## config.mk

```make
export PLATFORM = sky130hd
export DESIGN_NAME = bmp_stream_to_rgb565
export DESIGN_NICKNAME = d
export VERILOG_FILES = /design/src/sv/bsr_pkg.sv /design/src/sv/bsr_window.sv /design/src/sv/bsr_core.sv /design/src/sv/bmp_stream_to_rgb565.sv
export SDC_FILE = /design/constraint.sdc
export NUM_CORES = 1
export LEC_CHECK = 0
export ABC_AREA = 1
export BUFFER_PORTS_ARGS = -buffer_cell sky130_fd_sc_hd__buf_2
export CAP_MARGIN = 20
export CORE_MARGIN = 2
export CORE_UTILIZATION = 55
export CTS_CLUSTER_SIZE = 12
export DETAILED_ROUTE_END_ITERATION = 7
export PLACE_DENSITY = 0.73
export SLEW_MARGIN = 20
export SYNTH_ARGS = -nofsm -noshare
export SYNTH_HDL_FRONTEND = slang
export SYNTH_SLANG_ARGS = --single-unit
export TNS_END_PERCENT = 5
```

## constraint.sdc

```tcl
create_clock -name clk -period 7.4 [get_ports clk]
set_input_delay 0.37 -clock clk [delete_from_list [all_inputs] [get_ports clk]]
set_output_delay 0.37 -clock clk [all_outputs]
set_load 0.02 [all_outputs]
```

## src/sv/bsr_pkg.sv

```systemverilog
`timescale 1ns / 1ps
// ----------------------------------------------------------------------------
// bsr_pkg
// Shared types, constants and the window crop function for the BMP stream
// to RGB565 converter.
// ----------------------------------------------------------------------------
package bsr_pkg;

	localparam int HEADER_BYTES = 54;
	localparam logic [5:0] HEADER_LAST = 6'(HEADER_BYTES);

	// configuration register indexes
	localparam logic [2:0] REG_ORIGIN_X      = 3'd0;
	localparam logic [2:0] REG_ORIGIN_Y      = 3'd1;
	localparam logic [2:0] REG_IMAGE_WIDTH   = 3'd2;
	localparam logic [2:0] REG_IMAGE_HEIGHT  = 3'd3;
	localparam logic [2:0] REG_SCREEN_WIDTH  = 3'd4;
	localparam logic [2:0] REG_SCREEN_HEIGHT = 3'd5;

	typedef struct packed {
		logic [7:0] origin_x;
		logic [7:0] origin_y;
		logic [7:0] image_width;
		logic [7:0] image_height;
		logic [7:0] screen_width;
		logic [7:0] screen_height;
	} cfg_t;

	typedef struct packed {
		logic [7:0] w;
		logic [7:0] h;
		logic [9:0] w3;
		logic [9:0] row_size;
	} win_t;

	typedef struct packed {
		logic [15:0] rgb565;
		logic [7:0]  pixel_column;
		logic [7:0]  pixel_row;
		logic        end_of_row;
		logic        end_of_image;
	} pix_t;

	function automatic logic [7:0] crop(input logic [7:0] origin, input logic [7:0] size,
			input logic [7:0] screen);
		logic [8:0] last;
		last = {1'b0, origin} + {1'b0, size} - 9'd1;
		if (origin >= screen || size == 8'd0) begin
			return 8'd0;
		end else if (last >= {1'b0, screen}) begin
			return screen - origin;
		end else begin
			return size;
		end
	endfunction

endpackage

```

## src/sv/bsr_window.sv

```systemverilog
`timescale 1ns / 1ps
// ----------------------------------------------------------------------------
// bsr_window
// Crops the image to the screen and derives the padded row size.
// ----------------------------------------------------------------------------
module bsr_window (
	input  bsr_pkg::cfg_t cfg,
	output bsr_pkg::win_t win
);
	import bsr_pkg::*;

	logic [9:0] raw3;

	assign raw3 = {2'b00, cfg.image_width} * 10'd3;

	always_comb begin
		win.w        = crop(cfg.origin_x, cfg.image_width, cfg.screen_width);
		win.h        = crop(cfg.origin_y, cfg.image_height, cfg.screen_height);
		win.w3       = {2'b00, win.w} * 10'd3;
		// round up to a multiple of four bytes
		win.row_size = (raw3 + 10'd3) & ~10'd3;
	end

endmodule

```

## src/sv/bsr_core.sv

```systemverilog
`timescale 1ns / 1ps
// ----------------------------------------------------------------------------
// bsr_core
// Header skip, row position counters and pixel assembly for one byte a cycle while step is high.
// ----------------------------------------------------------------------------
module bsr_core (
	input  logic          clk,
	input  logic          arst_n,
	input  logic          step,
	input  logic [7:0]    file_byte,
	input  logic          start_of_file,
	input  bsr_pkg::win_t win,
	output logic          hit,
	output bsr_pkg::pix_t pix
);
	import bsr_pkg::*;

	logic [5:0] header_count_q, hc, hc_n;
	logic [9:0] byte_in_row_q, bir, bir_n;
	logic [1:0] phase_q, ph, ph_n;
	logic [7:0] col_q, col, col_n;
	logic [7:0] row_count_q, rc, rc_n;
	logic       image_done_q, done, done_n;
	logic [7:0] held_blue_q, held_green_q;
	logic       take_blue, take_green, last_col, last_row;
	logic [9:0] pos1;

	always_comb begin
		// start mark clears the counters before the byte is handled
		hc   = start_of_file ? 6'd0 : header_count_q;
		bir  = start_of_file ? 10'd0 : byte_in_row_q;
		ph   = start_of_file ? 2'd0 : phase_q;
		col  = start_of_file ? 8'd0 : col_q;
		rc   = start_of_file ? 8'd0 : row_count_q;
		done = start_of_file ? 1'b0 : image_done_q;

		hc_n = hc; bir_n = bir; ph_n = ph; col_n = col; rc_n = rc; done_n = done;
		hit = 1'b0; take_blue = 1'b0; take_green = 1'b0;
		last_col = (col == win.w - 8'd1);
		last_row = (rc == win.h - 8'd1);
		pos1 = bir + 10'd1;

		if (done || win.w == 8'd0 || win.h == 8'd0) begin
			// drop
		end else if (hc < HEADER_LAST) begin
			hc_n = hc + 6'd1;
		end else if (rc >= win.h) begin
			// drop
		end else begin
			if (bir < win.w3) begin
				case (ph)
					2'd0:    take_blue = 1'b1;
					2'd1:    take_green = 1'b1;
					default: begin
						hit = 1'b1;
						if (last_col && last_row) done_n = 1'b1;
					end
				endcase
			end
			if (pos1 >= win.row_size) begin
				bir_n = 10'd0;
				ph_n  = 2'd0;
				col_n = 8'd0;
				rc_n  = rc + 8'd1;
				if (rc_n >= win.h) done_n = 1'b1;
			end else begin
				bir_n = pos1;
				if (ph == 2'd2) begin
					ph_n  = 2'd0;
					col_n = col + 8'd1;
				end else begin
					ph_n = ph + 2'd1;
				end
			end
		end

		pix.rgb565       = {file_byte[7:3], held_green_q[7:2], held_blue_q[7:3]};
		pix.pixel_column = col;
		pix.pixel_row    = rc;
		pix.end_of_row   = last_col;
		pix.end_of_image = last_col && last_row;
	end

	always_ff @(posedge clk or negedge arst_n) begin
		if (!arst_n) begin
			header_count_q <= '0;
			byte_in_row_q  <= '0;
			phase_q        <= '0;
			col_q          <= '0;
			row_count_q    <= '0;
			image_done_q   <= 1'b0;
		end else if (step) begin
			header_count_q <= hc_n;
			byte_in_row_q  <= bir_n;
			phase_q        <= ph_n;
			col_q          <= col_n;
			row_count_q    <= rc_n;
			image_done_q   <= done_n;
		end
	end

	always_ff @(posedge clk or negedge arst_n) begin
		if (!arst_n) begin
			held_blue_q  <= '0;
			held_green_q <= '0;
		end else if (step) begin
			if (take_blue) held_blue_q <= file_byte;
			if (take_green) held_green_q <= file_byte;
		end
	end

endmodule

```

## src/sv/bmp_stream_to_rgb565.sv

```systemverilog
`timescale 1ns / 1ps
// ----------------------------------------------------------------------------
// bmp_stream_to_rgb565
// Turns a 24-bit BMP byte stream into cropped RGB565 pixels.
// ----------------------------------------------------------------------------
// A pixel passes the input register and then the result register.
// Throughput: one byte per cycle while no pixel stalls at the output; the counter
// update in bsr_core sets the pace. A pixel waiting at the output holds the byte
// stage; a byte is then taken only while that stage is empty.
// Reset clears counters, held bytes, valid flags and sets the registers to
// 0/0/128/160/128/160.
module bmp_stream_to_rgb565 (
	input  logic        clk,
	input  logic        arst_n,
	input  logic        in_valid,
	output logic        in_ready,
	input  logic [7:0]  file_byte,
	input  logic        start_of_file,
	output logic        out_valid,
	input  logic        out_ready,
	output logic [15:0] rgb565,
	output logic [7:0]  pixel_column,
	output logic [7:0]  pixel_row,
	output logic        end_of_row,
	output logic        end_of_image,
	input  logic        cfg_we,
	input  logic [2:0]  cfg_index,
	input  logic [7:0]  cfg_data
);
	import bsr_pkg::*;

	cfg_t       cfg_q;
	win_t       win;
	pix_t       pix, pix_q;
	logic       valid_s1, sof_s1, advance, step, hit, out_valid_q;
	logic [7:0] byte_s1;

	always_ff @(posedge clk or negedge arst_n) begin
		if (!arst_n) begin
			cfg_q.origin_x      <= 8'd0;
			cfg_q.origin_y      <= 8'd0;
			cfg_q.image_width   <= 8'd128;
			cfg_q.image_height  <= 8'd160;
			cfg_q.screen_width  <= 8'd128;
			cfg_q.screen_height <= 8'd160;
		end else if (cfg_we) begin
			unique case (cfg_index)
				REG_ORIGIN_X:      cfg_q.origin_x      <= cfg_data;
				REG_ORIGIN_Y:      cfg_q.origin_y      <= cfg_data;
				REG_IMAGE_WIDTH:   cfg_q.image_width   <= cfg_data;
				REG_IMAGE_HEIGHT:  cfg_q.image_height  <= cfg_data;
				REG_SCREEN_WIDTH:  cfg_q.screen_width  <= cfg_data;
				REG_SCREEN_HEIGHT: cfg_q.screen_height <= cfg_data;
				default: ;
			endcase
		end
	end

	bsr_window u_window (
		.cfg (cfg_q),
		.win (win)
	);

	// advance the byte stage unless a pixel is stuck at the output
	assign advance  = !out_valid_q || out_ready;
	assign step     = valid_s1 && advance;
	assign in_ready = !valid_s1 || advance;

	always_ff @(posedge clk or negedge arst_n) begin
		if (!arst_n) begin
			valid_s1 <= 1'b0;
		end else if (in_ready) begin
			valid_s1 <= in_valid;
		end
	end

	always_ff @(posedge clk) begin
		if (in_ready && in_valid) begin
			byte_s1 <= file_byte;
			sof_s1  <= start_of_file;
		end
	end

	bsr_core u_core (
		.clk           (clk),
		.arst_n        (arst_n),
		.step          (step),
		.file_byte     (byte_s1),
		.start_of_file (sof_s1),
		.win           (win),
		.hit           (hit),
		.pix           (pix)
	);

	always_ff @(posedge clk or negedge arst_n) begin
		if (!arst_n) begin
			out_valid_q <= 1'b0;
		end else if (step && hit) begin
			out_valid_q <= 1'b1;
		end else if (out_ready) begin
			out_valid_q <= 1'b0;
		end
	end

	always_ff @(posedge clk) begin
		if (step && hit) pix_q <= pix;
	end

	assign out_valid    = out_valid_q;
	assign rgb565       = pix_q.rgb565;
	assign pixel_column = pix_q.pixel_column;
	assign pixel_row    = pix_q.pixel_row;
	assign end_of_row   = pix_q.end_of_row;
	assign end_of_image = pix_q.end_of_image;

	a_eoi_on_eor: assert property (@(posedge clk) disable iff (!arst_n)
		out_valid && end_of_image |-> end_of_row)
		else $error("end_of_image without end_of_row");

	a_ready_when_empty: assert property (@(posedge clk) disable iff (!arst_n)
		!out_valid |-> in_ready)
		else $error("input stalled with empty output");

	a_s1_hold: assert property (@(posedge clk) disable iff (!arst_n)
		valid_s1 && !advance |=> valid_s1 && $stable(byte_s1))
		else $error("byte stage lost a stalled byte");

	a_no_overwrite: assert property (@(posedge clk) disable iff (!arst_n)
		out_valid && !out_ready |=> out_valid && $stable(rgb565))
		else $error("pending pixel overwritten");

endmodule

```

# Word-level counts from Yosys, hierarchy flattened
# Cells that the tools add are included.
# W data, S select, Z words.
[op_classes]
add_sub_neg = 14
div_mod_pow = 0
n_reduce_logical = 28
eq_ne = 9
shifts = 0
n_mux = 55
bitwise_logic = 0
multipliers = 2
magnitude_cmp = 9
[ops]
columns = ["op", "n"]
rows = [
  ["$mux W8", 15],
  ["$mux W10", 5],
  ["$ge A8 B8 Y1", 4],
  ["$logic_not A8 Y1", 4],
  ["$mux W1", 26],
  ["$mul A8 B2 Y10 const B", 2],
  ["$add A8 B8 Y9", 2],
  ["$ge A9 B8 Y1", 2],
  ["$mux W6", 3],
  ["$sub A9 B1 Y9 const B", 2],
  ["$add A8 B1 Y8 const B", 2],
  ["$eq A8 B8 Y1", 2],
  ["$reduce_and A2 Y1", 8],
  ["$sub A8 B1 Y8 const B", 2],
  ["$sub A8 B8 Y8", 2],
  ["$mux W2", 6],
  ["$add A10 B1 Y10 const B", 1],
  ["$add A10 B2 Y10 const B", 1],
  ["$ge A10 B10 Y1", 1],
  ["$lt A10 B10 Y1", 1],
  ["$add A6 B1 Y6 const B", 1],
  ["$eq A3 B2 Y1 const B", 2],
  ["$eq A3 B3 Y1 const B", 2],
  ["$logic_or A1 B1 Y1", 6],
  ["11 further kinds", 15],
]
[totals]
mem_bits_rw = 0
output_inout_bits = 36
latchBits = 0
word_cells = 140
reg_bits = 144
mem_bits_ro = 0
in_bits = 25
mem_count = 0

# Depth between registers and ports, before layout
# Gate-level depths: netlist (run 1).
[depth]
word_depth = 16
mapped_depth = 39
ltp_nobuf = 38

# Cells and area by module
# A second synthesis (run 1) with hierarchy kept.
[unflattened]
cells_unflattened = 1420
hier_area_um2 = 10844.2
[modules_own_cells]
columns = ["mod", "area_per_inst_um2", "n_inst", "seq_area_each_um2", "cells_per_inst"]
rows = [
  ["bsr_core", 4380.5, 1, 1151.1, 657],
  ["bmp_stream_to_rgb565", 3320.7, 1, 2549.9, 273],
  ["bsr_window", 3143.0, 1, 0.0, 490],
]

# Worst setup path after synthesis (run 1)
# Ideal clock, no wire load.
[synth_timing]
kind = "reg-to-reg"
startpoint = "register cfg_q[25] (netlist name)"
endpoint = "register pix_q, in the netlist end_of_image, enable pin"
path_stages_with_launch = 31
setup_time_ps = 399
t_arrival_ps = 5537
period_less_slack_ps = 5936
t_required_ps = 7001
path_buffers = 0
setup_slack_ps = 1464
path_cell_list = "dfrtp_1 -> inv_1 -> ha_1 -> inv_1 -> ha_1 -> inv_1 -> fa_1 -> o21ai_0 -> nand2_1 -> nand2_1 -> a21oi_1 -> xnor2_1 -> ha_1 -> nand4_1 -> nand2_1 -> nor2_4 -> nand2_4 -> nand2_1 -> nand3_1 -> ha_1 -> inv_1 -> o21ai_0 -> a31oi_1 -> xor2_1 -> ha_1 -> nand2_1 -> nor2_1 -> a211oi_1 -> o221a_2 -> nand4_1 -> nor2_2"
[synth_between]
elab_chain_len = 12
word_cells_on_any_way = 17
cone_classes = "add/sub (2); mul (1); order compare (2); mux (6); reduce/logical (6)"
[synth_lines]
columns = ["item", "line", "source"]
rows = [
  ["from (decl)", "bmp_stream_to_rgb565.sv:32", "cfg_t cfg_q;"],
  ["$add A8 B8 Y9", "bsr_pkg.sv:47", "last = {1'b0, origin} + {1'b0, size} - 9'd1;"],
  ["$sub A9 B1 Y9", "bsr_pkg.sv:47", ""],
  ["$ge A9 B8 Y1", "bsr_pkg.sv:50", "end else if (last >= {1'b0, screen}) begin"],
  ["$mux W8", "bsr_pkg.sv:50", ""],
  ["$mux W8 *", "bsr_pkg.sv:48", "if (origin >= screen || size == 8'd0) begin"],
  ["$mul A8 B2 Y10", "bsr_window.sv:19", "win.w3 = {2'b00, win.w} * 10'd3;"],
  ["$lt A10 B10 Y1", "bsr_core.sv:50", "if (bir < win.w3) begin"],
  ["$mux W1", "bsr_core.sv:50", ""],
  ["$mux W1", "bsr_core.sv:47", "end else if (rc >= win.h) begin"],
  ["$mux W1", "bsr_core.sv:45", "end else if (hc < HEADER_LAST) begin"],
  ["$mux W1 *", "bsr_core.sv:43", "if (done || win.w == 8'd0 || win.h == 8'd0) begin"],
  ["$logic_and A1 B1 Y1 *", "bmp_stream_to_rgb565.sv:106", "if (step && hit) pix_q <= pix;"],
  ["to (signal assigned)", "bmp_stream_to_rgb565.sv:106", ""],
  ["to (decl)", "bmp_stream_to_rgb565.sv:34", "pix_t pix, pix_q;"],
]
# Mark *: on every way between the ends. The rest lies on a longest branch, timed or not.
# A chain may end at the register's enable or synchronous reset.

# Worst setup path in the final report (run 1)
[layout_timing]
startpoint = "register cfg_q[25] (netlist name)"
endpoint = "register pix_q, in the netlist pixel_column[2], enable pin"
# The elaborated chain is that of the path after synthesis.

==> results of run 1 <==
## worst reg2reg max path: cells and delay by family, from the launching register on
| family | cells | cell delay (ns) |
|---|---|---|
| adders and majority gates | 6 | 1.90 |
| and+or+nand+nor | 12 | 1.59 |
| AOI/OAI and AO/OA | 6 | 1.15 |
| buffers and inverters | 5 | 0.70 |
| DFF | 1 | 0.41 |
| xor gates and xnor gates | 2 | 0.32 |
## power groups by stage
stage	Clock [µW]	Combinational [µW]	Sequential, µW
CTS	884	2980	917
global placement	0	2860	928
floorplan	0	2400	906
finish	877	2960	918
detailed placement	0	2960	929
global route	920	3450	925
## final cells by class
type | count | share of cell area (%)
Clock buffer | 17 | 3.61
Clock inverter | 15 | 1.51
Inverter | 263 | 8.39
Multi-Input combinational cell | 942 | 50.0
Sequential cell | 137 | 30.9
Tap cell | 260 | 2.76
Timing Repair Buffer | 63 | 2.82
## worst paths after layout
| path | to | slack [ns] | depth (start not counted) |
|---|---|---|---|
| setup / recovery | pixel_column[2] | 1.01 | 31 |
| hold / removal | byte_s1[2] | 0.11 | 1 |
| setup reg to reg | pixel_column[2] | 1.01 | 31 |
| hold reg to reg | rgb565[8] | 0.45 | 0 |
| max in group asynchronous | cfg_q[41] | 5.79 | 3 |
| min in group asynchronous | u_core.header_count_q[2] | 0.41 | 2 |
## logic make-up after synthesis
kind of cell,share of synthesized area [%]
compound gates,10.4
xor+xnor,4.94
fa+ha+maj,16.5
buf+inv,10.4
flops,34.2
simple gates,23.5
## through the flow
step | instance area [µm²] | std cells | hold slack (ns) | power [µW] | util, %
6_report | 11800 | 1697 | 0.114 | 4760 | 62.6
5_1_grt | 11800 | 1697 | 0.103 | 5290 | 62.6
4_1_cts | 11800 | 1697 | 0.107 | 4780 | 62.6
3_5_place_dp | 11200 | 1664 | 0.333 | 3880 | 59.4
3_3_place_gp | 11200 | 1664 | 0.329 | 3790 | 59.4
2_1_floorplan | 10600 | 1362 | 0.0744 | 3310 | -
## layer usage
metal / global-route usage [%] / wire, µm
met5: 0 / 0
met4: 6.57 / 371
met3: 4.36 / 826
met2: 40.0 / 11000
met1: 32.0 / 10900
## state kept, by name (all words and copies together) (netlist names), 8 cells and up
signal / flops
cfg_q: 48
u_core.row_count_q: 8
pixel_row: 8
u_core.col_q: 8
pixel_column: 8
u_core.byte_in_row_q: 10
rgb565: 16
## cells in the final DEF (no fill, tap or decap), types with 3 or more instances in the layout
master                      Yosys  routed
sky130_fd_sc_hd__nand2_1      305     305
sky130_fd_sc_hd__inv_1        254     254
sky130_fd_sc_hd__ha_1         134     134
sky130_fd_sc_hd__dfrtp_1       90      90
sky130_fd_sc_hd__o21ai_0       82      82
sky130_fd_sc_hd__nor2_1        80      80
sky130_fd_sc_hd__nand3_1       80      80
sky130_fd_sc_hd__a21oi_1       57      57
sky130_fd_sc_hd__buf_2          0      57
sky130_fd_sc_hd__xor2_1        44      44
sky130_fd_sc_hd__edfxtp_1      41      41
sky130_fd_sc_hd__nand4_1       28      28
sky130_fd_sc_hd__nand2_2       18      18
sky130_fd_sc_hd__clkbuf_16      0      17
sky130_fd_sc_hd__xnor2_1       16      16
sky130_fd_sc_hd__nor3_1        14      14
sky130_fd_sc_hd__a21oi_2       13      13
sky130_fd_sc_hd__o21ai_1       10      10
sky130_fd_sc_hd__inv_2          6       6
sky130_fd_sc_hd__dfstp_2        6       6
sky130_fd_sc_hd__nor2_4         4       5
sky130_fd_sc_hd__nand3_2        5       5
sky130_fd_sc_hd__nand3_4        5       5
sky130_fd_sc_hd__o211ai_1       5       5
sky130_fd_sc_hd__buf_4          1       5
sky130_fd_sc_hd__o21bai_1       4       4
sky130_fd_sc_hd__a31oi_1        4       4
sky130_fd_sc_hd__o21a_1         4       4
sky130_fd_sc_hd__fa_1           4       4
sky130_fd_sc_hd__inv_6          0       4
sky130_fd_sc_hd__inv_8          0       4
sky130_fd_sc_hd__nand2_4        3       3
## timing repair
action                                 CTS  global route
resized for setup                        0             0
hold buffers                             1             0
endpoints found under the hold margin   30             0
==> flow_summary.html, run 1 <==
<table>
<tr><th>Metric</th><th>Value</th></tr>
<tr><th colspan="2">Status</th></tr>
<tr><td>Result of the run</td><td>complete, no violations</td></tr>
<tr><th colspan="2">Floorplan</th></tr>
<tr><td>Die Area</td><td>20500 µm²</td></tr>
<tr><td>Placeable core region</td><td>18800 µm²</td></tr>
<tr><td>Die W</td><td>143 µm</td></tr>
<tr><td>Die height</td><td>143 µm</td></tr>
<tr><td>Effective utilization at floorplan</td><td>56.5%</td></tr>
<tr><td>Total number of placement rows</td><td>50</td></tr>
<tr><td>Number of placed I/O pins</td><td>61</td></tr>
<tr><th colspan="2">Placed design</th></tr>
<tr><td>Post-detailed-placement half-perimeter wirelength</td><td>17.7 mm</td></tr>
<tr><td>Worst slack at placement</td><td>1.00 ns</td></tr>
<tr><td>Total of buffers placed on input and output ports</td><td>58</td></tr>
<tr><td>Placer Congestion</td><td>0.881</td></tr>
<tr><th colspan="2">Pwr</th></tr>
<tr><td>Reported net switching power</td><td>2320 µW</td></tr>
<tr><td>Proportion of power drawn by combinational gates</td><td>62.3%</td></tr>
<tr><td>Leakage power</td><td>0.00598 µW</td></tr>
<tr><td>Ratio of total power to cell area</td><td>403 nW/µm²</td></tr>
<tr><td>Part of the total power dissipated in sequential elements</td><td>19.3%</td></tr>
<tr><td>Cell-internal power</td><td>2440 µW</td></tr>
<tr><td>Switching power as a share of total power</td><td>48.7%</td></tr>
<tr><td>Maximum vdd drop</td><td>0.186 mV</td></tr>
<tr><td>Clock share of power</td><td>18.4%</td></tr>
<tr><th colspan="2">Yosys</th></tr>
<tr><td>Most common cell in the synthesized netlist</td><td>sky130_fd_sc_hd__nand2_1</td></tr>
<tr><td>Synth cell count leaders</td><td>sky130_fd_sc_hd__nand2_1 (305), sky130_fd_sc_hd__inv_1 (254), sky130_fd_sc_hd__ha_1 (134)</td></tr>
<tr><td>Async set-reset flop share out of synthesis</td><td>70.1%</td></tr>
<tr><td>Post-Syn Nets</td><td>1525</td></tr>
<tr><td>Distinct cell type count after synthesis</td><td>51</td></tr>
<tr><td>Count of mapped cells out of synthesis</td><td>1362</td></tr>
<tr><td>Area share of the leading cell type in the synthesized netlist</td><td>21.2%</td></tr>
<tr><td>Most area-consuming cells after synthesis</td><td>sky130_fd_sc_hd__dfrtp_1 (21%), sky130_fd_sc_hd__ha_1 (16%), sky130_fd_sc_hd__edfxtp_1 (12%)</td></tr>
<tr><td>Count of state elements after synthesis</td><td>137</td></tr>
<tr><td>Synth Cell Area</td><td>10600 µm²</td></tr>
<tr><td>Cell taking the most area after synthesis</td><td>sky130_fd_sc_hd__dfrtp_1</td></tr>
<tr><td>Count of flip-flops with a built-in enable after synthesis</td><td>41</td></tr>
<tr><td>Mean instance size in the synthesized netlist</td><td>7.82 µm²</td></tr>
<tr><td>Top_reg_cell synth</td><td>sky130_fd_sc_hd__dfrtp_1</td></tr>
<tr><td>Fraction of the yosys area taken by sequential cells</td><td>34.2%</td></tr>
<tr><td>Yosys synthesis warning count</td><td>0</td></tr>
<tr><th colspan="2">Timing</th></tr>
<tr><td>Worst slew margin relative to its limit</td><td>42.1%</td></tr>
<tr><td>Final hold violations</td><td>0</td></tr>
<tr><td>Actual transition at the worst max-transition pin</td><td>0.869 ns</td></tr>
<tr><td>Total count of max-transition violations in the final report</td><td>0</td></tr>
<tr><td>Peak clock frequency supported by timing</td><td>0.156 GHz</td></tr>
<tr><td>RSZ-0062 raised after global routing</td><td>false</td></tr>
<tr><td>Total of endpoints with negative setup slack in the final report</td><td>0</td></tr>
<tr><td>Share of the cycle needed by the critical path after routing</td><td>86.4%</td></tr>
<tr><td>Final total negative setup slack</td><td>0 ns</td></tr>
<tr><td>Skew final</td><td>0.0108 ns</td></tr>
<tr><td>Min cycle time layout</td><td>6.39 ns</td></tr>
<tr><td>Setup WS post-layout</td><td>1.01 ns</td></tr>
<tr><th colspan="2">Clock network</th></tr>
<tr><td>Clock insertion delay at the later pin of the skew report</td><td>0.43 ns</td></tr>
<tr><td>Setup Fix Bufs, Post-CTS</td><td>0</td></tr>
<tr><td>Root buffer cell</td><td>sky130_fd_sc_hd__clkbuf_16</td></tr>
<tr><td>Buffer depth of the longest clock path</td><td>2</td></tr>
<tr><td>Cts bufs inserted</td><td>17</td></tr>
<tr><td>Clock tree from TritonCTS</td><td>done</td></tr>
<tr><td>TritonCTS Sinks</td><td>137</td></tr>
<tr><td>H-Tree Level Count</td><td>4</td></tr>
<tr><td>Clock slew seen by the registers of the worst setup and hold paths</td><td>0.06 ns</td></tr>
<tr><th colspan="2">Layout</th></tr>
<tr><td>Area grow syn2layout</td><td>10.8%</td></tr>
<tr><td>Count of fill cells added during filler insertion</td><td>1677</td></tr>
<tr><td>Antenna Diode Count</td><td>0</td></tr>
<tr><td>Number of nets in the final layout</td><td>1587</td></tr>
<tr><td>FF/Latch Area</td><td>3640 µm²</td></tr>
<tr><td>Area occupied by multi-input gates</td><td>5900 µm²</td></tr>
<tr><td>Share of post-route cells with drive strength above 1</td><td>11.5%</td></tr>
<tr><th colspan="2">Worst hold path</th></tr>
<tr><td>Source of the worst hold timing path</td><td>file_byte[2]</td></tr>
<tr><td>Worst hold path type</td><td>in -&gt; reg</td></tr>
<tr><th colspan="2">Route</th></tr>
<tr><td>DRC marker count from the first detailed-route iteration</td><td>538</td></tr>
<tr><td>Via/cell ratio</td><td>5.12</td></tr>
<tr><td>Detailed Routing Iterations Pass 1</td><td>5</td></tr>
<tr><td>Post-detailed-route DRC marker count</td><td>0</td></tr>
<tr><td>Routed length per instance</td><td>13.6 µm</td></tr>
<tr><td>Total wire length after detailed routing</td><td>23.2 mm</td></tr>
<tr><td>Detail Route Antenna Nets</td><td>0</td></tr>
<tr><td>Vias post-DR</td><td>8696</td></tr>
<tr><th colspan="2">Critical path</th></tr>
<tr><td>Crit path buffers/inverters</td><td>5</td></tr>
<tr><td>Critical Path Start Type</td><td>flip-flop</td></tr>
<tr><td>Slowest stage cell, crit path</td><td>sky130_fd_sc_hd__ha_1</td></tr>
<tr><td>CP max FO</td><td>25</td></tr>
<tr><td>Data arrival time of the critical path</td><td>6.49 ns</td></tr>
<tr><td>Family of cells with the greatest summed delay on the critical path</td><td>adder cells</td></tr>
<tr><td>Endpoint type of the worst setup path</td><td>flip-flop</td></tr>
<tr><td>Launching instance or port of the critical path</td><td>cfg_q[25]</td></tr>
<tr><td>Endpoint required time on the critical path</td><td>7.49 ns</td></tr>
<tr><td>Slowest cell delay on critical path</td><td>0.47 ns</td></tr>
<tr><td>Critical register-to-register path startpoint</td><td>cfg_q[25]</td></tr>
<tr><td>Type of the worst setup path</td><td>reg -&gt; reg</td></tr>
<tr><th colspan="2">GRT</th></tr>
<tr><td>Total track usage</td><td>23.9%</td></tr>
<tr><td>Remaining global-route overflow</td><td>0</td></tr>
<tr><td>Initial antenna violation count</td><td>0</td></tr>
<tr><td>Wire length of the first global-routing pass</td><td>39.1 mm</td></tr>
<tr><td>Number of global-route vias before repair</td><td>8271</td></tr>
<tr><td>Maximum number of pins on one net before global-route repair</td><td>67</td></tr>
<tr><th colspan="2">Run</th></tr>
<tr><td>Maxcap violations</td><td>0</td></tr>
</table>
No activity file was read; power rests on OpenSTA's default activity.
==> run 2: changes to the inputs <==
--- a/config.mk
+++ b/config.mk
@@ -10,6 +10,7 @@
 export CAP_MARGIN = 20
 export CORE_MARGIN = 2
 export CORE_UTILIZATION = 55
+export CTS_BUF_LIST = sky130_fd_sc_hd__clkbuf_8
 export CTS_CLUSTER_SIZE = 12
 export DETAILED_ROUTE_END_ITERATION = 7
 export PLACE_DENSITY = 0.73
==> run 2 against run 1 <==
Largest power group unchanged. Final area decreased by 1.6%. Register-to-register slack improved by 0.02 ns. Sequential share of layout area increased by 0.51 points. Largest cell class unchanged. Sequential cell count unchanged. Clock power decreased by 26%. Critical endpoint unchanged. Setup slack improved by 0.021 ns. Non-clock buffer count unchanged. Power decreased by 5.0%. Utilization decreased by 1.0 points. Global-route usage decreased by 0.20 points. Worst hold slack got worse by 0.022 ns.
==> flow_summary.html, run 2 (synthesis results as in run 1) <==
<table>
<tr><th>Metric</th><th>Value</th></tr>
<tr><th colspan="2">Critical path</th></tr>
<tr><td>Crit path buffers/inverters</td><td>5</td></tr>
<tr><td>Reg-to-reg setup timing slack</td><td>1.03 ns</td></tr>
<tr><td>Type of the worst setup path</td><td>reg -&gt; reg</td></tr>
<tr><td>Slowest cell delay on critical path</td><td>0.46 ns</td></tr>
<tr><td>Critical register-to-register path startpoint</td><td>cfg_q[25]</td></tr>
<tr><td>Family of cells with the greatest summed delay on the critical path</td><td>adder cells</td></tr>
<tr><td>Worst Reg2Reg Path Length in Cells</td><td>30</td></tr>
<tr><td>Endpoint type of the worst setup path</td><td>flip-flop</td></tr>
<tr><td>Crit Reg-Reg Endpoint</td><td>pixel_column[2]</td></tr>
<tr><td>CP max FO</td><td>25</td></tr>
<tr><td>Critical Path Start Type</td><td>flip-flop</td></tr>
<tr><td>Endpoint required time on the critical path</td><td>7.52 ns</td></tr>
<tr><td>Data arrival time of the critical path</td><td>6.49 ns</td></tr>
<tr><td>Slowest stage cell, crit path</td><td>sky130_fd_sc_hd__ha_1</td></tr>
<tr><th colspan="2">Route</th></tr>
<tr><td>Routed length per instance</td><td>13.4 µm</td></tr>
<tr><td>DRC marker count from the first detailed-route iteration</td><td>568</td></tr>
<tr><td>Via/cell ratio</td><td>5.14</td></tr>
<tr><td>Detail Route Antenna Nets</td><td>0</td></tr>
<tr><td>Total wire length after detailed routing</td><td>22.8 mm</td></tr>
<tr><td>Detailed Routing Iterations Pass 1</td><td>5</td></tr>
<tr><td>Vias post-DR</td><td>8724</td></tr>
<tr><td>Post-detailed-route DRC marker count</td><td>0</td></tr>
<tr><th colspan="2">Layout</th></tr>
<tr><td>Area occupied by multi-input gates</td><td>5900 µm²</td></tr>
<tr><td>Area grow syn2layout</td><td>8.97%</td></tr>
<tr><td>Count of fill cells added during filler insertion</td><td>1702</td></tr>
<tr><td>Reg with most FFs</td><td>cfg_q</td></tr>
<tr><td>Commonest cells after routing, fill and taps aside</td><td>sky130_fd_sc_hd__nand2_1 (305), sky130_fd_sc_hd__inv_1 (254), sky130_fd_sc_hd__ha_1 (134)</td></tr>
<tr><td>Number of flip-flops in the largest register</td><td>48</td></tr>
<tr><td>Number of nets in the final layout</td><td>1587</td></tr>
<tr><td>Final design instance area without fill</td><td>11600 µm²</td></tr>
<tr><td>Share of post-route cells with drive strength above 1</td><td>11.5%</td></tr>
<tr><td>FF/Latch Area</td><td>3640 µm²</td></tr>
<tr><td>Most common cell after layout, fill and taps aside</td><td>sky130_fd_sc_hd__nand2_1</td></tr>
<tr><td>Final core area utilization</td><td>61.6%</td></tr>
<tr><td>Antenna Diode Count</td><td>0</td></tr>
<tr><th colspan="2">Placed design</th></tr>
<tr><td>Placer Congestion</td><td>0.881</td></tr>
<tr><td>Post-detailed-placement half-perimeter wirelength</td><td>17.7 mm</td></tr>
<tr><td>Cell area after placement</td><td>11200 µm²</td></tr>
<tr><td>Total of buffers placed on input and output ports</td><td>58</td></tr>
<tr><th colspan="2">Clock network</th></tr>
<tr><td>Clock slew seen by the registers of the worst setup and hold paths</td><td>0.09 ns</td></tr>
<tr><td>TritonCTS Sinks</td><td>137</td></tr>
<tr><td>Post-CTS Resized</td><td>0</td></tr>
<tr><td>Clock insertion delay at the later pin of the skew report</td><td>0.45 ns</td></tr>
<tr><td>H-Tree Level Count</td><td>4</td></tr>
<tr><td>Root buffer cell</td><td>sky130_fd_sc_hd__clkbuf_8</td></tr>
<tr><td>Setup Fix Bufs, Post-CTS</td><td>0</td></tr>
<tr><td>Clock tree from TritonCTS</td><td>done</td></tr>
<tr><td>Buffer depth of the longest clock path</td><td>2</td></tr>
<tr><td>Cts bufs inserted</td><td>17</td></tr>
<tr><th colspan="2">Timing</th></tr>
<tr><td>Share of the cycle needed by the critical path after routing</td><td>86.1%</td></tr>
<tr><td>Total of endpoints with negative setup slack in the final report</td><td>0</td></tr>
<tr><td>Total count of max-transition violations in the final report</td><td>0</td></tr>
<tr><td>Worst slew margin relative to its limit</td><td>43.4%</td></tr>
<tr><td>Peak clock frequency supported by timing</td><td>0.157 GHz</td></tr>
<tr><td>Final hold violations</td><td>0</td></tr>
<tr><td>Min cycle time layout</td><td>6.37 ns</td></tr>
<tr><td>Final total negative setup slack</td><td>0 ns</td></tr>
<tr><td>Actual transition at the worst max-transition pin</td><td>0.848 ns</td></tr>
<tr><td>Skew final</td><td>0.0155 ns</td></tr>
<tr><td>RSZ-0062 raised after global routing</td><td>false</td></tr>
<tr><th colspan="2">Status</th></tr>
<tr><td>Result of the run</td><td>complete, no violations</td></tr>
<tr><th colspan="2">GRT</th></tr>
<tr><td>Wire length of the first global-routing pass</td><td>38.9 mm</td></tr>
<tr><td>Maximum number of pins on one net before global-route repair</td><td>67</td></tr>
<tr><td>Total track usage</td><td>23.7%</td></tr>
<tr><td>Number of global-route vias before repair</td><td>8267</td></tr>
<tr><td>Remaining global-route overflow</td><td>0</td></tr>
<tr><td>Initial antenna violation count</td><td>0</td></tr>
<tr><th colspan="2">Worst hold path</th></tr>
<tr><td>Worst hold path type</td><td>in -&gt; reg</td></tr>
<tr><td>End point of the worst hold path</td><td>byte_s1[7]</td></tr>
<tr><td>Number of cells traversed by the worst hold path</td><td>1</td></tr>
<tr><td>Source of the worst hold timing path</td><td>file_byte[7]</td></tr>
<tr><th colspan="2">Pwr</th></tr>
<tr><td>Total Power Consumption</td><td>4520 µW</td></tr>
<tr><td>Leakage power</td><td>0.00589 µW</td></tr>
<tr><td>Maximum vdd drop</td><td>0.205 mV</td></tr>
<tr><td>Ratio of total power to cell area</td><td>390 nW/µm²</td></tr>
<tr><th colspan="2">Floorplan</th></tr>
<tr><td>Number of placed I/O pins</td><td>61</td></tr>
<tr><td>Die Area</td><td>20500 µm²</td></tr>
<tr><td>Placeable core region</td><td>18800 µm²</td></tr>
<tr><td>Effective utilization at floorplan</td><td>56.5%</td></tr>
<tr><td>Die W</td><td>143 µm</td></tr>
<tr><td>Die height</td><td>143 µm</td></tr>
<tr><td>Total number of placement rows</td><td>50</td></tr>
<tr><th colspan="2">Run</th></tr>
<tr><td>Maxcap violations</td><td>0</td></tr>
</table>
==> run 2: how the worst max path moves through the flow <==
stage / startpoint / slack [ns] / to / cells after the start
after floorplan: cfg_q[25] / 1.46 / end_of_image / 30
final: cfg_q[25] / 1.03 / pixel_column[2] / 30
after global placement: cfg_q[25] / 1.11 / pixel_column[5] / 31
after CTS: cfg_q[25] / 0.97 / pixel_column[2] / 31
after global routing: cfg_q[25] / 0.53 / pixel_column[2] / 30
after detailed placement: cfg_q[25] / 1.0 / end_of_row / 30
==> run 2: metrics by stage <==
stage               setup slack (ns)  std cells  hold slack, ns
floorplan                       1.46       1362          0.0744
global placement                1.11       1664           0.329
detailed placement              1.00       1664           0.333
CTS                            0.973       1697          0.0713
global route                   0.527       1697          0.0617
finish                          1.03       1697          0.0917
==> run 2: layout make-up <==
cell class              count  share of cell area (%)
multi-input cells         942                    50.9
flip-flops and latches    137                    31.4
inverters                 263                    8.53
repair buffers             63                    2.87
well taps                 260                    2.80
clock buffers              17                    2.02
clock inverters            15                    1.53
==> run 2: power breakdown <==
part | internal [µW] | total (µW) | switching (µW)
registers | 851 | 915 | 64.0
logic | 1080 | 2960 | 1880
clock network | 313 | 648 | 335
==> run 2: repair_timing <==
item,4_1_cts,5_1_grt
setup endpoints to repair,0,0
hold endpoints to repair,30,0
hold buffers,1,0
==> run 2: per-layer routing <==
metal | share of wire (%) | up-vias | track usage (%) | wire length (µm)
met1 | 48 | 3973 | 32.1 | 10900
met2 | 47 | 192 | 39.5 | 10800
met3 | 3.6 | 27 | 3.42 | 822
li1 | - | 4532 | - | -
met4 | 1.4 | 0 | 7.19 | 325
met5 | 0 | - | 0 | 0
==> run 2: worst register-to-register path: cells and delay by family, from the launching register on <==
kind                       cells  cell delay, ns
buffers and inverters          5            0.70
and+or+nand+nor               12            1.64
AOI/OAI and AO/OA              5            1.00
xor gates and xnor gates       2            0.39
adders and majority gates      6            1.90
DFF                            1            0.42
==> run 3: changes to the inputs <==
--- a/config.mk
+++ b/config.mk
@@ -8,6 +8,7 @@
 export ABC_AREA = 1
 export BUFFER_PORTS_ARGS = -buffer_cell sky130_fd_sc_hd__buf_2
 export CAP_MARGIN = 20
+export CORE_ASPECT_RATIO = 1.1
 export CORE_MARGIN = 2
 export CORE_UTILIZATION = 55
 export CTS_BUF_LIST = sky130_fd_sc_hd__clkbuf_8
==> constraint.sdc (replaced) <==
create_clock -name clk -period 6.75 [get_ports clk]
set_input_delay 0.3375 -clock clk [delete_from_list [all_inputs] [get_ports clk]]
set_output_delay 0.3375 -clock clk [all_outputs]
set_load 0.02 [all_outputs]
==> run 3 against run 2 <==
Global-route usage increased by 0.28 points. Via count is 0.66% higher. Die area hardly changed. Non-clock buffer count increased by 1. Critical path depth is 1 higher. Clock skew fell by 0.0029 ns. Final area grew 0.31%. First-iteration DRC count is 19% lower. Setup slack worse by 0.44 ns. Critical endpoint is now pixel_row[4]. Largest cell class unchanged. Largest power group unchanged.
==> flow_summary.html, run 3 (synthesis results as in run 1) <==
<table>
<tr><th>Metric</th><th>Value</th></tr>
<tr><th colspan="2">Pwr</th></tr>
<tr><td>Switching power as a share of total power</td><td>50.1%</td></tr>
<tr><td>Reported net switching power</td><td>2510 µW</td></tr>
<tr><td>Proportion of power drawn by combinational gates</td><td>64.5%</td></tr>
<tr><td>Cell-internal power</td><td>2500 µW</td></tr>
<tr><td>Maximum vdd drop</td><td>0.225 mV</td></tr>
<tr><td>Ratio of total power to cell area</td><td>431 nW/µm²</td></tr>
<tr><td>Part of the total power dissipated in sequential elements</td><td>20.0%</td></tr>
<tr><td>Clock share of power</td><td>15.5%</td></tr>
<tr><td>Leakage power</td><td>0.00591 µW</td></tr>
<tr><th colspan="2">Route</th></tr>
<tr><td>Total wire length after detailed routing</td><td>22.8 mm</td></tr>
<tr><td>Routed length per instance</td><td>13.5 µm</td></tr>
<tr><td>Detailed Routing Iterations Pass 1</td><td>6</td></tr>
<tr><td>Vias post-DR</td><td>8782</td></tr>
<tr><td>Post-detailed-route DRC marker count</td><td>0</td></tr>
<tr><td>Detail Route Antenna Nets</td><td>0</td></tr>
<tr><td>Via/cell ratio</td><td>5.21</td></tr>
<tr><td>DRC marker count from the first detailed-route iteration</td><td>461</td></tr>
<tr><th colspan="2">Clock network</th></tr>
<tr><td>Post-CTS Resized</td><td>0</td></tr>
<tr><td>Cts bufs inserted</td><td>17</td></tr>
<tr><td>H-Tree Level Count</td><td>4</td></tr>
<tr><td>Clock tree from TritonCTS</td><td>done</td></tr>
<tr><td>Root buffer cell</td><td>sky130_fd_sc_hd__clkbuf_8</td></tr>
<tr><td>Buffer depth of the longest clock path</td><td>2</td></tr>
<tr><td>Clock slew seen by the registers of the worst setup and hold paths</td><td>0.09 ns</td></tr>
<tr><td>TritonCTS Sinks</td><td>137</td></tr>
<tr><td>Clock insertion delay at the later pin of the skew report</td><td>0.46 ns</td></tr>
<tr><th colspan="2">Layout</th></tr>
<tr><td>Area grow syn2layout</td><td>9.31%</td></tr>
<tr><td>Most common cell after layout, fill and taps aside</td><td>sky130_fd_sc_hd__nand2_1</td></tr>
<tr><td>FF/Latch Area</td><td>3640 µm²</td></tr>
<tr><td>Commonest cells after routing, fill and taps aside</td><td>sky130_fd_sc_hd__nand2_1 (305), sky130_fd_sc_hd__inv_1 (254), sky130_fd_sc_hd__ha_1 (134)</td></tr>
<tr><td>Count of fill cells added during filler insertion</td><td>1751</td></tr>
<tr><td>Number of nets in the final layout</td><td>1588</td></tr>
<tr><td>Reg with most FFs</td><td>cfg_q</td></tr>
<tr><td>Layout Cells excl Fill</td><td>1685</td></tr>
<tr><td>Antenna Diode Count</td><td>0</td></tr>
<tr><td>Area occupied by multi-input gates</td><td>5900 µm²</td></tr>
<tr><td>Number of flip-flops in the largest register</td><td>48</td></tr>
<tr><td>Share of post-route cells with drive strength above 1</td><td>11.5%</td></tr>
<tr><th colspan="2">Placed design</th></tr>
<tr><td>Placer Congestion</td><td>0.937</td></tr>
<tr><td>Total of buffers placed on input and output ports</td><td>58</td></tr>
<tr><td>Instance count after placement with tap cells included</td><td>1652</td></tr>
<tr><td>Worst slack at placement</td><td>0.648 ns</td></tr>
<tr><td>Post-detailed-placement half-perimeter wirelength</td><td>17.6 mm</td></tr>
<tr><th colspan="2">GRT</th></tr>
<tr><td>Number of global-route vias before repair</td><td>8356</td></tr>
<tr><td>Remaining global-route overflow</td><td>0</td></tr>
<tr><td>Initial antenna violation count</td><td>0</td></tr>
<tr><td>Maximum number of pins on one net before global-route repair</td><td>70</td></tr>
<tr><td>Wire length of the first global-routing pass</td><td>39.3 mm</td></tr>
<tr><td>Total track usage</td><td>24.0%</td></tr>
<tr><th colspan="2">Floorplan</th></tr>
<tr><td>Total number of placement rows</td><td>53</td></tr>
<tr><td>Die W</td><td>137 µm</td></tr>
<tr><td>Die height</td><td>150 µm</td></tr>
<tr><td>Effective utilization at floorplan</td><td>55.9%</td></tr>
<tr><td>Placeable core region</td><td>19000 µm²</td></tr>
<tr><td>Number of placed I/O pins</td><td>61</td></tr>
<tr><td>Die Area</td><td>20500 µm²</td></tr>
<tr><th colspan="2">Critical path</th></tr>
<tr><td>Endpoint required time on the critical path</td><td>6.86 ns</td></tr>
<tr><td>Data arrival time of the critical path</td><td>6.28 ns</td></tr>
<tr><td>Slowest stage cell, crit path</td><td>sky130_fd_sc_hd__ha_1</td></tr>
<tr><td>Endpoint type of the worst setup path</td><td>flip-flop</td></tr>
<tr><td>Slowest cell delay on critical path</td><td>0.47 ns</td></tr>
<tr><td>CP max FO</td><td>35</td></tr>
<tr><td>Type of the worst setup path</td><td>reg -&gt; reg</td></tr>
<tr><td>Reg-to-reg setup timing slack</td><td>0.58 ns</td></tr>
<tr><td>Critical Path Start Type</td><td>flip-flop</td></tr>
<tr><th colspan="2">Timing</th></tr>
<tr><td>Worst slew margin relative to its limit</td><td>40.8%</td></tr>
<tr><td>Peak clock frequency supported by timing</td><td>0.162 GHz</td></tr>
<tr><td>RSZ-0062 raised after global routing</td><td>false</td></tr>
<tr><td>Total of endpoints with negative setup slack in the final report</td><td>0</td></tr>
<tr><td>Actual transition at the worst max-transition pin</td><td>0.888 ns</td></tr>
<tr><td>Min cycle time layout</td><td>6.17 ns</td></tr>
<tr><td>Final total negative setup slack</td><td>0 ns</td></tr>
<tr><td>Setup WS post-layout</td><td>0.584 ns</td></tr>
<tr><td>Skew final</td><td>0.0126 ns</td></tr>
<tr><td>Worst Hold Margin</td><td>0.0490 ns</td></tr>
<tr><td>Share of the cycle needed by the critical path after routing</td><td>91.3%</td></tr>
<tr><td>Total count of max-transition violations in the final report</td><td>0</td></tr>
<tr><td>Final hold violations</td><td>0</td></tr>
<tr><th colspan="2">Worst hold path</th></tr>
<tr><td>Worst hold path type</td><td>in -&gt; reg</td></tr>
<tr><th colspan="2">Status</th></tr>
<tr><td>Result of the run</td><td>complete, no violations</td></tr>
<tr><th colspan="2">Run</th></tr>
<tr><td>Maxcap violations</td><td>0</td></tr>
</table>
-- run 3: cell count changes in the layout (fill, tap and decap cells not counted), sizes merged --
| cell | change |
|---|---|
| clkinvlp | -2 |
| buf | +1 |
| bufinv | +1 |
| inv | +1 |
-- run 3: final timing paths --
kind / start / cells past startpoint / endpoint
worst max-delay path: cfg_q[25] / 31 / pixel_row[4]
worst min-delay path: file_byte[3] / 1 / byte_s1[3]
worst max register to register: cfg_q[25] / 31 / pixel_row[4]
worst min register to register: u_core.held_blue_q[7] / 0 / rgb565[4]
max in group asynchronous: arst_n / 3 / cfg_q[47]
min in group asynchronous: arst_n / 2 / u_core.col_q[1]
-- run 3: per-stage QoR --
step / utilization [%] / power (µW) / instance area, µm²
after floorplan: - / 3620 / 10600
after global placement: 58.7 / 4150 / 11200
after detailed placement: 58.7 / 4250 / 11200
after CTS: 61.1 / 5040 / 11600
after global routing: 61.1 / 5610 / 11600
final: 61.1 / 5020 / 11600
-- run 3: power groups by stage --
stage	Clock [µW]	Sequential (µW)	Combinational, µW
6_report	776	1000	3240
5_1_grt	822	1010	3780
4_1_cts	789	1000	3250
3_5_place_dp	0	1020	3230
3_3_place_gp	0	1020	3130
2_1_floorplan	0	993	2630
-- run 3: final cells by class --
type	count	area share (%)
Clock inverter	15	1.91
Tap cell	247	2.66
Timing Repair Buffer	64	2.92
Sequential cell	137	31.3
Multi-Input combinational cell	942	50.7
Clock buffer	17	2.01
Inverter	263	8.51
-- run 3: routing by layer --
layer / wire, µm / vias up / global-route usage (%)
li1: - / 4520 / -
met1: 10500 / 4015 / 31.8
met2: 10900 / 213 / 40.6
met3: 1000 / 34 / 3.32
met4: 433 / 0 / 7.50
met5: 0 / - / 0
-- run 3: critical path: cells and delay by family, from the launching register on --
family                   cells  cell delay, ns
AO/OA/AOI/OAI                6            1.10
XOR/XNOR                     2            0.29
adder cells (fa/ha/maj)      6            1.88
buffers and inverters        5            0.76
flip-flops                   1            0.42
AND/OR/NAND/NOR             12            1.36
-- run 3: timing repair --
action	in CTS	in global routing
hold buffers	1	0
endpoints found under the hold margin	27	0
endpoints found under the setup margin	0	0
setup buffers	0	0
